==> config.mk <==
export PLATFORM = sky130hd
export DESIGN_NAME = utf8_stream_validator_unit
export DESIGN_NICKNAME = d
export VERILOG_FILES = /design/src/rtl/core/utf8v_pkg.sv /design/src/rtl/core/utf8_stream_validator_unit.sv /design/src/rtl/core/utf8v_cp_check.sv /design/src/rtl/core/utf8v_step.sv
export VERILOG_INCLUDE_DIRS = /design/src /design/src/rtl/core
export SDC_FILE = /design/constraint.sdc
export NUM_CORES = 1
export LEC_CHECK = 0
export BUFFER_PORTS_ARGS = -buffer_cell sky130_fd_sc_hd__buf_2
export CELL_PAD_IN_SITES_DETAIL_PLACEMENT = 2
export CELL_PAD_IN_SITES_GLOBAL_PLACEMENT = 2
export CORE_MARGIN = 1
export CORE_UTILIZATION = 40
export DETAILED_ROUTE_END_ITERATION = 10
export GPL_TIMING_DRIVEN = 1
export PLACE_DENSITY = 0.86
export SETUP_SLACK_MARGIN = 0.05
export SYNTH_ARGS = -nofsm -noshare
export SYNTH_HDL_FRONTEND = slang
export SYNTH_SLANG_ARGS = --single-unit
==> constraint.sdc <==
create_clock -name clk -period 3.5 [get_ports clk]
set_clock_uncertainty 0.05 [all_clocks]
set_input_delay 0.525 -clock clk [delete_from_list [all_inputs] [get_ports clk]]
set_output_delay 0.525 -clock clk [all_outputs]
set_load 0.005 [all_outputs]
==> src/rtl/core/utf8_stream_validator_unit_assert.svh <==
// Assertion macros for the UTF-8 stream validator.
`ifndef UTF8_STREAM_VALIDATOR_UNIT_ASSERT_SVH
`define UTF8_STREAM_VALIDATOR_UNIT_ASSERT_SVH

`ifndef SYNTHESIS

// Same-cycle implication, disabled in reset.
`define U8V_ASSERT_IMP(lbl, clk, rstn, ante, cons) \
  lbl: assert property (@(posedge clk) disable iff (!(rstn)) (ante) |-> (cons)) \
    else $error("utf8v: same-cycle check failed");

// Next-cycle implication, disabled in reset.
`define U8V_ASSERT_NXT(lbl, clk, rstn, ante, cons) \
  lbl: assert property (@(posedge clk) disable iff (!(rstn)) (ante) |=> (cons)) \
    else $error("utf8v: next-cycle check failed");

`else

`define U8V_ASSERT_IMP(lbl, clk, rstn, ante, cons)
`define U8V_ASSERT_NXT(lbl, clk, rstn, ante, cons)

`endif

`endif

==> src/rtl/core/utf8v_pkg.sv <==
// Shared types and constants for the UTF-8 stream validator.
`default_nettype none

package utf8v_pkg;

  localparam int unsigned CP_W = 21;

  // Sequence length codes
  localparam logic [1:0] SEQ_NONE  = 2'd0;
  localparam logic [1:0] SEQ_TWO   = 2'd1;
  localparam logic [1:0] SEQ_THREE = 2'd2;
  localparam logic [1:0] SEQ_FOUR  = 2'd3;

  localparam logic [CP_W-1:0] CP_FLOOR3    = 21'h000800;
  localparam logic [CP_W-1:0] CP_FLOOR4    = 21'h010000;
  localparam logic [CP_W-1:0] CP_LIMIT     = 21'h110000;
  localparam logic [CP_W-1:0] CP_NONCH_LO  = 21'h00FDD0;
  localparam logic [CP_W-1:0] CP_NONCH_HI  = 21'h00FDEF;
  localparam logic [CP_W-1:0] CP_SURR_BASE = 21'h00D800;
  localparam logic [CP_W-1:0] CP_SURR_MASK = 21'h1FF800;
  localparam logic [15:0]     CP_TAIL_FFFE = 16'hFFFE;

  typedef struct packed {
    logic            error_seen;
    logic [1:0]      cont_left;
    logic [1:0]      seq_len;
    logic [CP_W-1:0] code_point;
  } scan_state_t;

endpackage

`default_nettype wire

==> src/rtl/core/utf8_stream_validator_unit.sv <==
// Top level of the UTF-8 stream validator: input stage, decode step, result register.
//
// Usage:
//   Input channel (in_valid/in_ready) takes one byte of a string per item in
//   in_data_byte, with in_last_byte high on the final byte. Strings follow one
//   another with no gap; an empty string is never sent.
//   Result channel (out_valid/out_ready) gives one item per string, on its
//   final byte: out_string_valid is 1 when the whole string is valid UTF-8.
//   Result path: a final byte is held in the input stage, then its verdict is
//   registered in the result register, which drives out_valid.
//   Throughput: one byte per cycle while no final byte waits for the result
//   register, set by the combinational decode step updating the scan state.
//   Reset (rst_n low, synchronous) empties both stages and clears the scan
//   state. When the receiver stalls, non-final bytes keep flowing; a final
//   byte waits in the input stage until the result register is free, and
//   in_ready drops meanwhile.
`default_nettype none

`include "utf8_stream_validator_unit_assert.svh"

module utf8_stream_validator_unit (
  input  wire logic       clk,
  input  wire logic       rst_n,
  input  wire logic       in_valid,
  output logic            in_ready,
  input  wire logic [7:0] in_data_byte,
  input  wire logic       in_last_byte,
  output logic            out_valid,
  input  wire logic       out_ready,
  output logic            out_string_valid
);

  // input stage
  logic       s1_valid_r, s1_valid_nxt;
  logic [7:0] s1_byte_r;
  logic       s1_last_r;

  // scan state, advanced once per byte leaving the input stage
  utf8v_pkg::scan_state_t state_r, state_nxt, step_nxt;
  logic                   step_verdict;

  // result register
  logic out_valid_r, out_valid_nxt;
  logic out_verdict_r;

  logic in_fire, advance, out_fire, out_free;

  assign out_fire = out_valid_r && out_ready;
  assign out_free = !out_valid_r || out_ready;
  // a final byte needs room in the result register
  assign advance  = s1_valid_r && (!s1_last_r || out_free);
  assign in_ready = !s1_valid_r || advance;
  assign in_fire  = in_valid && in_ready;

  utf8v_step u_step (
    .cur       (state_r),
    .data_byte (s1_byte_r),
    .last_byte (s1_last_r),
    .nxt       (step_nxt),
    .verdict   (step_verdict)
  );

  always_comb begin
    s1_valid_nxt  = in_fire ? 1'b1 : (advance ? 1'b0 : s1_valid_r);
    state_nxt     = advance ? step_nxt : state_r;
    out_valid_nxt = (advance && s1_last_r) ? 1'b1 : (out_fire ? 1'b0 : out_valid_r);
  end

  always_ff @(posedge clk) begin
    if (!rst_n) begin
      s1_valid_r  <= 1'b0;
      state_r     <= '0;
      out_valid_r <= 1'b0;
    end else begin
      s1_valid_r  <= s1_valid_nxt;
      state_r     <= state_nxt;
      out_valid_r <= out_valid_nxt;
    end
  end

  // payload, no reset
  always_ff @(posedge clk) begin
    if (in_fire) begin
      s1_byte_r <= in_data_byte;
      s1_last_r <= in_last_byte;
    end
    if (advance && s1_last_r) begin
      out_verdict_r <= step_verdict;
    end
  end

  assign out_valid        = out_valid_r;
  assign out_string_valid = out_verdict_r;

  // scan state is cleared once a final byte has been judged
  `U8V_ASSERT_NXT(a_clear_after_last, clk, rst_n, advance && s1_last_r, state_r == '0)
  // an open sequence always has a length and no error recorded
  `U8V_ASSERT_IMP(a_open_seq, clk, rst_n, state_r.cont_left != 2'd0,
                  state_r.seq_len != utf8v_pkg::SEQ_NONE && !state_r.error_seen)
  // a final byte blocked by a full result register stalls the input
  `U8V_ASSERT_IMP(a_last_stall, clk, rst_n,
                  s1_valid_r && s1_last_r && out_valid_r && !out_ready, !in_ready)

endmodule

`default_nettype wire

==> src/rtl/core/utf8v_cp_check.sv <==
// Range checks on a decoded three- or four-byte code point.
`default_nettype none

module utf8v_cp_check (
  input  wire logic [utf8v_pkg::CP_W-1:0] cp,
  input  wire logic [1:0]                 seq_len,
  output logic                            cp_ok
);

  logic [utf8v_pkg::CP_W-1:0] floor_val;
  logic too_low, too_high, surrogate, nonchar_blk, tail_bad;

  always_comb begin
    floor_val   = (seq_len == utf8v_pkg::SEQ_THREE) ? utf8v_pkg::CP_FLOOR3
                                                    : utf8v_pkg::CP_FLOOR4;
    too_low     = cp < floor_val;
    too_high    = cp >= utf8v_pkg::CP_LIMIT;
    surrogate   = (cp & utf8v_pkg::CP_SURR_MASK) == utf8v_pkg::CP_SURR_BASE;
    nonchar_blk = (cp >= utf8v_pkg::CP_NONCH_LO) && (cp <= utf8v_pkg::CP_NONCH_HI);
    // low 16 bits FFFE or FFFF
    tail_bad    = (cp[15:0] & utf8v_pkg::CP_TAIL_FFFE) == utf8v_pkg::CP_TAIL_FFFE;
    cp_ok       = !(too_low || too_high || surrogate || nonchar_blk || tail_bad);
  end

endmodule

`default_nettype wire

==> src/rtl/core/utf8v_step.sv <==
// Per-byte decode step: next scan state and verdict for one item.
`default_nettype none

module utf8v_step (
  input  wire utf8v_pkg::scan_state_t cur,
  input  wire logic [7:0]             data_byte,
  input  wire logic                   last_byte,
  output utf8v_pkg::scan_state_t      nxt,
  output logic                        verdict
);

  utf8v_pkg::scan_state_t     upd;
  logic [utf8v_pkg::CP_W-1:0] cp_shift;
  logic [1:0]                 cont_dec;
  logic                       cp_ok;

  assign cp_shift = {cur.code_point[utf8v_pkg::CP_W-7:0], data_byte[5:0]};
  assign cont_dec = cur.cont_left - 2'd1;

  utf8v_cp_check u_cp_check (
    .cp      (cp_shift),
    .seq_len (cur.seq_len),
    .cp_ok   (cp_ok)
  );

  always_comb begin
    upd = cur;
    if (!cur.error_seen) begin
      if (cur.cont_left != 2'd0) begin
        if (data_byte[7:6] != 2'b10) begin
          upd.error_seen = 1'b1;
          upd.cont_left  = 2'd0;
          upd.seq_len    = utf8v_pkg::SEQ_NONE;
        end else begin
          upd.code_point = cp_shift;
          upd.cont_left  = cont_dec;
          if (cont_dec == 2'd0) begin
            if (cur.seq_len >= utf8v_pkg::SEQ_THREE && !cp_ok) begin
              upd.error_seen = 1'b1;
            end
            upd.seq_len = utf8v_pkg::SEQ_NONE;
          end
        end
      end else if (data_byte[7] == 1'b0) begin
        // ASCII; NUL rejected
        if (data_byte == 8'h00) begin
          upd.error_seen = 1'b1;
        end
      end else if (data_byte[7:5] == 3'b110) begin
        if (data_byte[4:1] == 4'd0) begin
          upd.error_seen = 1'b1;
        end else begin
          upd.cont_left  = 2'd1;
          upd.seq_len    = utf8v_pkg::SEQ_TWO;
          upd.code_point = '0;
        end
      end else if (data_byte[7:4] == 4'b1110) begin
        upd.cont_left  = 2'd2;
        upd.seq_len    = utf8v_pkg::SEQ_THREE;
        upd.code_point = {{(utf8v_pkg::CP_W-4){1'b0}}, data_byte[3:0]};
      end else if (data_byte[7:3] == 5'b11110) begin
        upd.cont_left  = 2'd3;
        upd.seq_len    = utf8v_pkg::SEQ_FOUR;
        upd.code_point = {{(utf8v_pkg::CP_W-3){1'b0}}, data_byte[2:0]};
      end else begin
        upd.error_seen = 1'b1;
      end
    end

    verdict = !upd.error_seen && (upd.cont_left == 2'd0);
    nxt     = last_byte ? '0 : upd;
  end

endmodule

`default_nettype wire

; ---- Word level (Yosys, flattened, before mapping)
; Cells that the tools add are included.
[totals]
input_bits = 13
ff_bits = 32
elab_cells = 78
out_inout_bits = 3
[classes]
order_cmp = 5
addsub = 1
n_reduce_logical = 29
mux = 23
n_eq_ne = 11
[op_table]
columns = operator, n
row1 = two-way mux 26 bit, 4
row2 = two-way mux 25 bit, 4
row3 = ">= comparator 21 x 16 -> 1 bit, second input constant", 1
row4 = ">= comparator 21 bit, second input constant", 1
row5 = "<= comparator 21 x 16 -> 1 bit, second input constant", 1
row6 = < comparator 21 x 17 -> 1 bit, 1
row7 = two-way mux 21 bit, 1
row8 = two-way mux 17 bit, 1
row9 = "== test 15 bit, second input constant", 1
row10 = AND reduction 6 bit, 2
row11 = two-way mux 1 bit, 11
row12 = "== test 10 x 5 -> 1 bit, second input constant", 1
row13 = zero test 8 bit, 1
row14 = logical AND 1 bit, 7
row15 = logical OR 1 bit, 7
row16 = nonzero test 2 bit, 3
row17 = "== test 5 bit, second input constant", 1
row18 = two-way mux 5 bit, 1
row19 = nonzero test 5 bit, 1
row20 = "== test 4 bit, second input constant", 1
row21 = zero test 1 bit, 4
row22 = zero test 2 bit, 2
row23 = zero test 4 bit, 1
row24 = "!= test 2 bit, second input constant", 2
row25 = other kinds (9), 9

; ---- Logic depth before layout (Yosys ltp)
[depth]
depth_word = 15
depth_mapped = 9
ltp_nobuf = 7

; ---- Modules after synthesis
; Synthesis repeated with hierarchy kept, for this count alone.
[unflattened]
cells_unflattened = 307
hier_area_um2 = 2518.7
[by_module_without_submodules]
columns = mod, area_per_inst_um2, instances, cells_each, seq_area_each_um2
row1 = utf8_stream_validator_unit, 1480.2, 1, 134, 860.8
row2 = utf8v_step, 887.1, 1, 153, 0.0
row3 = utf8v_cp_check, 151.4, 1, 20, 0.0

; ---- Worst setup path after synthesis
; Ideal clock, no wire load.
[synth_path]
path_type = flip-flop to flip-flop
start = reg state_r[23] in the netlist's numbering
end = reg state_r[13] in the netlist's numbering
setup_ps = 117
path_stages_with_launch = 10
period_less_slack_ps = 1792
setup_slack_ps = 1708
n_path_buf = 2
required_ps = 3333
arrival_ps = 1625
path_cell_list = dfxtp_1 > inv_1 > ha_1 > buf_2 > nand2_1 > a211oi_2 > o21ai_2 > a22o_1 > buf_4 > a22o_1
[synth_via]
elab_chain_len = 4
elab_cells_between_ends = 9
cone_classes = 2 x eq/ne / 3 x mux / 4 x reduce/logical
[synth_rtl]
columns = element, line_no
row1 = "start, declared", utf8_stream_validator_unit.sv:39  ; utf8v_pkg::scan_state_t state_r, state_nxt, step_nxt;
row2 = "start signal, assigned", utf8_stream_validator_unit.sv:76  ; state_r <= state_nxt;
row3 = nonzero test 2 bit (*), utf8v_step.sv:29  ; if (cur.cont_left != 2'd0) begin
row4 = "parallel branches: the longest is 3 deep, another holds AND reduction 6 bit", n/a
; Mark *: on every way between the ends. The select of a mux whose other input is x is not followed.
; A chain may end at the register's enable or synchronous reset.

; ---- Worst setup path in the final report
[layout_path]
start = reg state_r[23] in the netlist's numbering
end = reg state_r[8] in the netlist's numbering
; The elaborated chain is that of the path after synthesis.

==> flow_metrics.tcl <==
set metrics [dict create \
    postLayoutCellArea_um2 1800 \
    synthArstFlopShare_pct 0 \
    antenna_left 0 \
    fmax_ghz 0.451 \
    worstPathArrival_ns 2.39 \
    worst_pin_slew_ns 0.574 \
    ios 16 \
    antennaDiodeCount 0 \
    cellPowerDensity_nw_per_um2 416 \
    first_iter_violations 72 \
    worstSetupStartpoint "state_r[23]$_SDFFE_PN0P_" \
    status "finished clean" \
    nFillCells 422 \
    vdd_drop_max_uv 301 \
    finish.utilization_pct 47.5 \
    yosysSeqAreaShare_pct 45.2 \
    die_w_um 66.0 \
    grt_usage_pct 25.2 \
    cts-buffers-inserted 5 \
    die_area_um2 4360 \
    clock_sinks 32 \
    yosysMostFrequentCell "dfxtp_1" \
    stdcell_count 222 \
    hold_violations 0 \
    cts_setup_buffers 0 \
    core_area_um2 3800 \
    final.setup.worst_slack_ns 1.28 \
    dp.cells 214 \
    die_h_um 66.0 \
    ys_warn_count 0 \
    yosys-top-cells-count "22 x dfxtp_1, 12 x a22o_1, 10 x edfxtp_1" \
    finalMaxSlewViolations 0 \
    relSlewSlack_pct 61.7 \
    clk_path_buf_depth 2 \
    viasPerCell 6.33 \
    syn_to_final_growth_pct 10.0 \
    start_util_pct 43.1 \
    crit_type "reg -> reg" \
    ys_ff_latch 32 \
    cp_data_required_time_ns 3.68 \
    num_rows 22 \
    min_period_ns 2.22 \
    top_layer "met4" \
    drc 0 \
    start_kind "flop" \
    ctsHoldBuffers 0 \
    port-buffer-count 15 \
    min_from "in_data_byte[0]" \
    wl_met2_mm 2.46 \
    fin_crit_sh_pct 63.3 \
    dpl_cell_area_um2 1720 \
    rr_startpoint "state_r[23]$_SDFFE_PN0P_" \
    layout-drive-gt1-share_pct 17.8 \
    wirelength_mm 4.89 \
    place_congestion 0.862 \
    clk_pin_slew_ns 0.07 \
    post_drt_wl_per_cell_um 22.0 \
    grt_max_degree 16 \
    met1_length_mm 2.17 \
    post_cts_resize_count 0 \
    hpwl_mm 3.57 \
    synth_edf_count 10 \
    layout.nets 189 \
    grt_pass1_vias 1509 \
    overflow 0 \
    grt_pass1_wl_mm 7.94 \
    num_vias 1405 \
    timing.hold.ws_ns 0.362 \
    syn_inst 162 \
    synth_area_um2 1640 \
    finalPower_mw 0.751 \
    fin_tns_setup_ns 0 \
    worstSetupEndpointType "flop" \
    p_leak_nw 0.678 \
    synth_area_leaders "dfxtp_1 27%, edfxtp_1 18%, a22o_1 6.4%, nor2b_1 2.7%, o2bb2ai_1 2.7%" \
    grt_setup_unrepaired "false" \
    ctsHtreeMaxLevel 2 \
    cts_root_buf "clkbuf_8" \
    insertion_delay_ns 0.29 \
    place_ws_ns 1.32 \
    hold_path_class "in -> reg" \
    ys.flop_type "dfxtp_1" \
    drv_cap 0 \
    synth_top_area_share_pct 26.9 \
    synth_fp_nets 178 \
    antenna_found_initial 0 \
    cts_tree "yes" \
    synth.avg_cell_area_um2 10.1 \
    critPathMaxFanout 11 \
    route.met3.wl_um 177 \
    firstDrtPassIters 5 \
    yosysTopAreaCell "dfxtp_1" \
    finalSetupViolCount 0 \
    yosysUniqueCellTypes 53 \
]
[layout by cell type, fill, tap and decap left out, types with 2 or more instances in the layout]
master	instances
ha_1	3
buf_2	15
o2bb2ai_1	5
and2_1	2
nor2_1	9
a21boi_1	2
nand2_1	8
nor4b_1	4
nand4_1	3
o21ai_0	2
a211oi_1	2
edfxtp_1	10
inv_1	5
clkinv_2	2
a21oi_1	4
clkbuf_8	5
nand4b_1	2
nor4_1	2
dfxtp_1	22
nor2b_1	7
nor3_1	4
o21ai_1	3
a22o_1	12
nand2b_1	2
a41oi_1	2
a21o_1	2
and4b_1	2
nand3_1	6
a32oi_1	3
[metal layers]
layer	vias to the layer above	track usage, %
li1	653	-
met1	709	33.3
met2	34	41.2
met3	9	4.66
met4	0	8.24
met5	-	0
[path summary, 6_finish.rpt]
path | end | slack [ns] | depth (start not counted)
min | s1_byte_r[0]$_DFFE_PP_ | 0.36 | 1
min reg2reg | state_r[12]$_SDFFE_PN0P_ | 0.47 | 1
max reg2reg | state_r[8]$_SDFFE_PN0P_ | 1.28 | 7
max | state_r[8]$_SDFFE_PN0P_ | 1.28 | 7
[critical path, cell delays in order (launching register included)]
cell      delay, ns
dfxtp_1        0.34
inv_1          0.09
ha_1           0.36
nand2_1        0.15
a211oi_2       0.24
o21ai_2        0.12
and4b_1        0.57
a22o_1         0.24
[state kept, by name, indices dropped and copies added, names as in the netlist]
| signal | count |
|---|---|
| s1_byte_r | 8 |
| out_valid | 1 |
| s1_last_r | 1 |
| out_string_valid | 1 |
| s1_valid_r | 1 |
| state_r | 20 |
[power by group]
group / leakage, nW / internal [mW] / total, mW / switching (mW)
sequential: 0.275 / 0.393 / 0.410 / 0.0170
clock: 0.0479 / 0.138 / 0.280 / 0.141
combinational: 0.355 / 0.0250 / 0.0616 / 0.0366
total: 0.678 / 0.556 / 0.751 / 0.195
[logic make-up after synthesis]
family | share of synthesized area (%)
AND/OR/NAND/NOR | 21.4
AO/OA/AOI/OAI | 24.9
flip-flops | 45.2
buffers and inverters | 4.96
adder cells (fa/ha/maj) | 2.29
multiplexers | 1.30
[cell type report]
| type | instances | area (µm²) | area share (%) |
|---|---|---|---|
| multi-input cells | 113 | 817 | 45.3 |
| flip-flops and latches | 32 | 741 | 41.1 |
| repair buffers | 15 | 75.1 | 4.16 |
| clock buffers | 5 | 68.8 | 3.82 |
| well taps | 48 | 60.1 | 3.33 |
| inverters | 6 | 22.5 | 1.25 |
| clock inverters | 3 | 18.8 | 1.04 |
Note: power is estimated with default switching activity, not from simulation.
